==> config.mk <==
export PLATFORM = sky130hd
export DESIGN_NAME = tts_queue
export DESIGN_NICKNAME = d
export VERILOG_FILES = /design/src/rtl/tts_queue.sv
export SDC_FILE = /design/constraint.sdc
export NUM_CORES = 1
export LEC_CHECK = 0
export ABC_AREA = 0
export BUFFER_PORTS_ARGS = -buffer_cell sky130_fd_sc_hd__buf_2
export CORE_ASPECT_RATIO = 1.4
export CORE_MARGIN = 4
export CORE_UTILIZATION = 50
export CTS_CLUSTER_DIAMETER = 40
export DETAILED_ROUTE_END_ITERATION = 8
export GPL_TIMING_DRIVEN = 0
export PLACE_DENSITY_LB_ADDON = 0.1
export SLEW_MARGIN = 15
export SYNTH_ARGS = -nofsm -noshare
export SYNTH_HDL_FRONTEND = slang
export SYNTH_SLANG_ARGS = --single-unit
==> constraint.sdc <==
create_clock -name clk_i -period 1.5 [get_ports clk_i]
set_input_delay 0.225 -clock clk_i [delete_from_list [all_inputs] [get_ports clk_i]]
set_output_delay 0.225 -clock clk_i [all_outputs]
set_load 0.005 [all_outputs]
==> src/rtl/tts_queue.sv <==
// Short job queue between the sampler front and back parts.
// No dependencies.
module tts_queue #(
  parameter int unsigned WIDTH = 8,
  parameter int unsigned DEPTH = 4
) (
  input  logic             clk_i,
  input  logic             rst_ni,
  input  logic             push_i,
  input  logic [WIDTH-1:0] data_i,
  output logic             full_o,
  input  logic             pop_i,
  output logic             empty_o,
  output logic [WIDTH-1:0] data_o
);

  localparam int unsigned PW = (DEPTH < 2) ? 1 : $clog2(DEPTH);
  localparam int unsigned CW = $clog2(DEPTH + 1);

  logic [WIDTH-1:0] slot_q [DEPTH];
  logic [PW-1:0]    wr_q, wr_d, rd_q, rd_d;
  logic [CW-1:0]    cnt_q, cnt_d;

  assign full_o  = (cnt_q == CW'(DEPTH));
  assign empty_o = (cnt_q == '0);
  assign data_o  = slot_q[rd_q];

  always_comb begin
    wr_d  = wr_q;
    rd_d  = rd_q;
    cnt_d = cnt_q;
    if (push_i) wr_d = (wr_q == PW'(DEPTH - 1)) ? '0 : wr_q + PW'(1);
    if (pop_i) rd_d = (rd_q == PW'(DEPTH - 1)) ? '0 : rd_q + PW'(1);
    if (push_i && !pop_i) cnt_d = cnt_q + CW'(1);
    if (pop_i && !push_i) cnt_d = cnt_q - CW'(1);
  end

  always_ff @(posedge clk_i or negedge rst_ni) begin
    if (!rst_ni) begin
      wr_q  <= '0;
      rd_q  <= '0;
      cnt_q <= '0;
    end else begin
      wr_q  <= wr_d;
      rd_q  <= rd_d;
      cnt_q <= cnt_d;
    end
  end

  always_ff @(posedge clk_i) begin
    if (push_i) slot_q[wr_q] <= data_i;
  end

endmodule

==> summary.txt <==
Worst setup path
  – CP Data Required Time: 1.27 ns
  – Critical path capture point type: output pin
  – Worst path slowest cell: mux4_2
  – CP arrival: 1.48 ns
  – Worst setup path class: register to output pin
  – Slowest Stage Delay on Critical Path: 0.50 ns
  – Max Fanout on Critical Path: 5
  – CP startpoint kind: register
  – Buf+Inv Stages, Crit Path: 2
  – R2R Setup Slk: 0.11 ns
  – CP Cell Sequence: buf_8 -> mux4_2 -> buf_2
  – Top cell family by delay on the critical path: multiplexers

Detailed routing
  – Routed wire length: 2320 µm
  – Vias per cell: 5.27
  – Final ANT Viol Nets: 0
  – DRC: 0
  – DR WL/cell: 15.4 µm
  – Drt initial violations: 18
  – DR vias: 790
  – DRT Pass-1 Iters: 4

Logic synthesis
  – Number of synthesized register bits: 39
  – Top cells by area, synth: edfxtp_1 61%, mux4_2 11%, dfrtp_1 11%, ha_1 4.8%, and2_1 1.6%
  – EDFF count, synth: 32
  – Asr flop ratio synth: 0.179
  – Synthesized Nets: 99
  – Post-Syn Area: 1570 µm²
  – Post-synth top area cell: edfxtp_1
  – Sequential element share of the synthesized area: 0.722
  – Synth Area per Inst: 19.7 µm²
  – Cell count after synthesis: 80
  – Synth top area share: 0.611
  – Most used flip-flop cell after synthesis: edfxtp_1
  – Distinct cells, synth: 20
  – Ys Warns: 0

Global route
  – Total GRT Usage: 0.129
  – Vias in the first global route: 841
  – Congestion Overflow GR: 0
  – Antenna violations before repair: 0
  – Largest net degree at the start of global routing: 12
  – First-pass GRT wire length: 3810 µm

Cells and area
  – ANT cells: 0
  – Nets@finish: 131
  – Multi-input logic area: 402 µm²
  – Share of cells above drive strength 1: 0.416
  – Fill cells: 234
  – FF/Latch Area: 1140 µm²
  – Synth-to-layout area growth: 18.5%

Floorplan
  – Die height: 74.4 µm
  – Die area: 4120 µm²
  – Starting Density: 0.536
  – Row count: 23
  – I/O pin cnt: 22
  – Die Width: 55.4 µm
  – Core box area: 2940 µm²

Clocking
  – Clock sink count: 39
  – CTS tree: done
  – Total CTS buffers: 5
  – Worst skew pair latency: 0.28 ns
  – Clock buffer depth: 2
  – CTS root buf: clkbuf_8
  – CTS H-tree lvls: 2
  – CTS clk-pin slew, worst paths: 0.07 ns

Power and ir drop
  – Pwr Density: 1760 nW/µm²
  – Peak VDD IR: 1.17 mV
  – LEAKAGE: 0.000724 µW

STA
  – Final hold violations: 0
  – Final hold slack: 0.156 ns
  – Rel. slew slack: 0.709
  – RSZ-0062 raised after global routing: true
  – Final period utilization: 1.13
  – Actual slew at the worst max-slew pin: 0.437 ns
  – Final min period: 1.70 ns
  – Setup violators final: 8
  – Fmax: 588 MHz
  – Layout Skew: 0.00377 ns
  – Max-slew violations: 0
  – Final worst slack: -0.202 ns

Run status
  – Failing checks: setup timing
  – Status: finished with violations

Min path
  – Hold crit path type: primary input to register

Placement
  – Detailed placement HPWL: 1620 µm
  – Final Wtd Congestion: 0.646
  – Dpl ws: -0.0223 ns
  – Port buffer count: 21

Job
  – Maxcap violations: 0
==> Yosys cell counts (2+ instances only) <==
cell type,n
xor2_1,2
ha_1,6
and2_1,4
o21ai_0,2
dfrtp_1,7
edfxtp_1,32
mux2_2,2
mux4_2,8
nor2_1,2
inv_1,5
==> worst paths after layout <==
check | from | cells past startpoint | end
worst max-delay path | rd_q[0] | 3 | data_o[3]
worst min register to register | cnt_q[2] | 1 | cnt_q[2]
max in group asynchronous | rst_ni | 2 | rd_q[0]
min in group asynchronous | rst_ni | 2 | rd_q[1]
worst min-delay path | data_i[2] | 1 | slot_q[1][2]
worst max register to register | wr_q[0] | 3 | slot_q[2][1]
==> routing by layer <==
layer  share of wire  GRT usage  routed length [µm]  vias up
li1                -          -                   -      366
met1            0.38      0.135                 890      390
met2            0.53      0.221                1220       27
met3           0.059     0.0486                 136        7
met4           0.029     0.0811                  68        0
met5               0          0                   0        -
==> worst reg2reg max path, delay by kind of cell (launching register included) <==
| kind | cells | cell delay (ns) |
|---|---|---|
| flip-flops | 1 | 0.42 |
| AND/OR/NAND/NOR | 1 | 0.37 |
| adder cells (fa/ha/maj) | 1 | 0.14 |
| buffers and inverters | 1 | 0.11 |
==> state kept, by name (all words and copies together), names as in the netlist <==
| signal | count |
|---|---|
| rd_q | 2 |
| wr_q | 2 |
| slot_q | 32 |
| cnt_q | 3 |
==> layout make-up <==
class,instances,area share
Timing Repair Buffer,25,0.0832
Tap cell,37,0.0248
Clock buffer,7,0.0409
Multi-Input combinational cell,33,0.215
Clock inverter,1,0.00268
Sequential cell,39,0.610
Buffer,2,0.0107
Inverter,6,0.0121
==> kinds of logic after synthesis <==
family          count (synthesis)  share of synthesized area
buf+inv                         8                     0.0247
flops                          39                      0.722
xor+xnor                        3                     0.0167
simple gates                   10                     0.0342
fa+ha+maj                       7                     0.0605
mux                            11                      0.135
compound gates                  2                    0.00636
==> through the flow <==
step	cell area (µm²)	instances	power, µW	setup TNS [ns]	util
5_1_grt	1860	150	3500	-1.91	0.635
4_1_cts	1830	148	3220	-1.75	0.622
3_3_place_gp	1720	138	2500	-0.0196	0.587
3_5_place_dp	1720	138	2550	-0.0223	0.587
2_1_floorplan	1570	80	2210	0	-
6_report	1860	150	3290	-1.51	0.635
==> cells in the final DEF, fill, tap and decap left out, types with 2 or more instances in the layout <==
master    instances
and2_1            3
buf_2            22
buf_4             2
clkbuf_1          2
clkbuf_8          5
dfrtp_1           6
edfxtp_1         32
ha_1              6
inv_1             4
inv_2             2
mux2_2            2
mux4_2            8
nor2_1            2
o21ai_0           2
xor2_1            2
==> report_power, final <==
group	switching (µW)	leakage, µW	internal [µW]
Combinational	482	0.000306	619
Clock	317	0.0000422	326
Sequential	114	0.000376	1430
Total	913	0.000724	2370
==> what timing repair did <==
item | in CTS | in global routing
gates resized for setup | 1 | 4
hold endpoints to repair | 7 | 0
hold buffers | 1 | 0
gates cloned | 0 | 1
endpoints found under the setup margin | 8 | 11
buffers inserted | 1 | 1
pin swaps | 0 | 2
(Power assumes the default switching activity.)
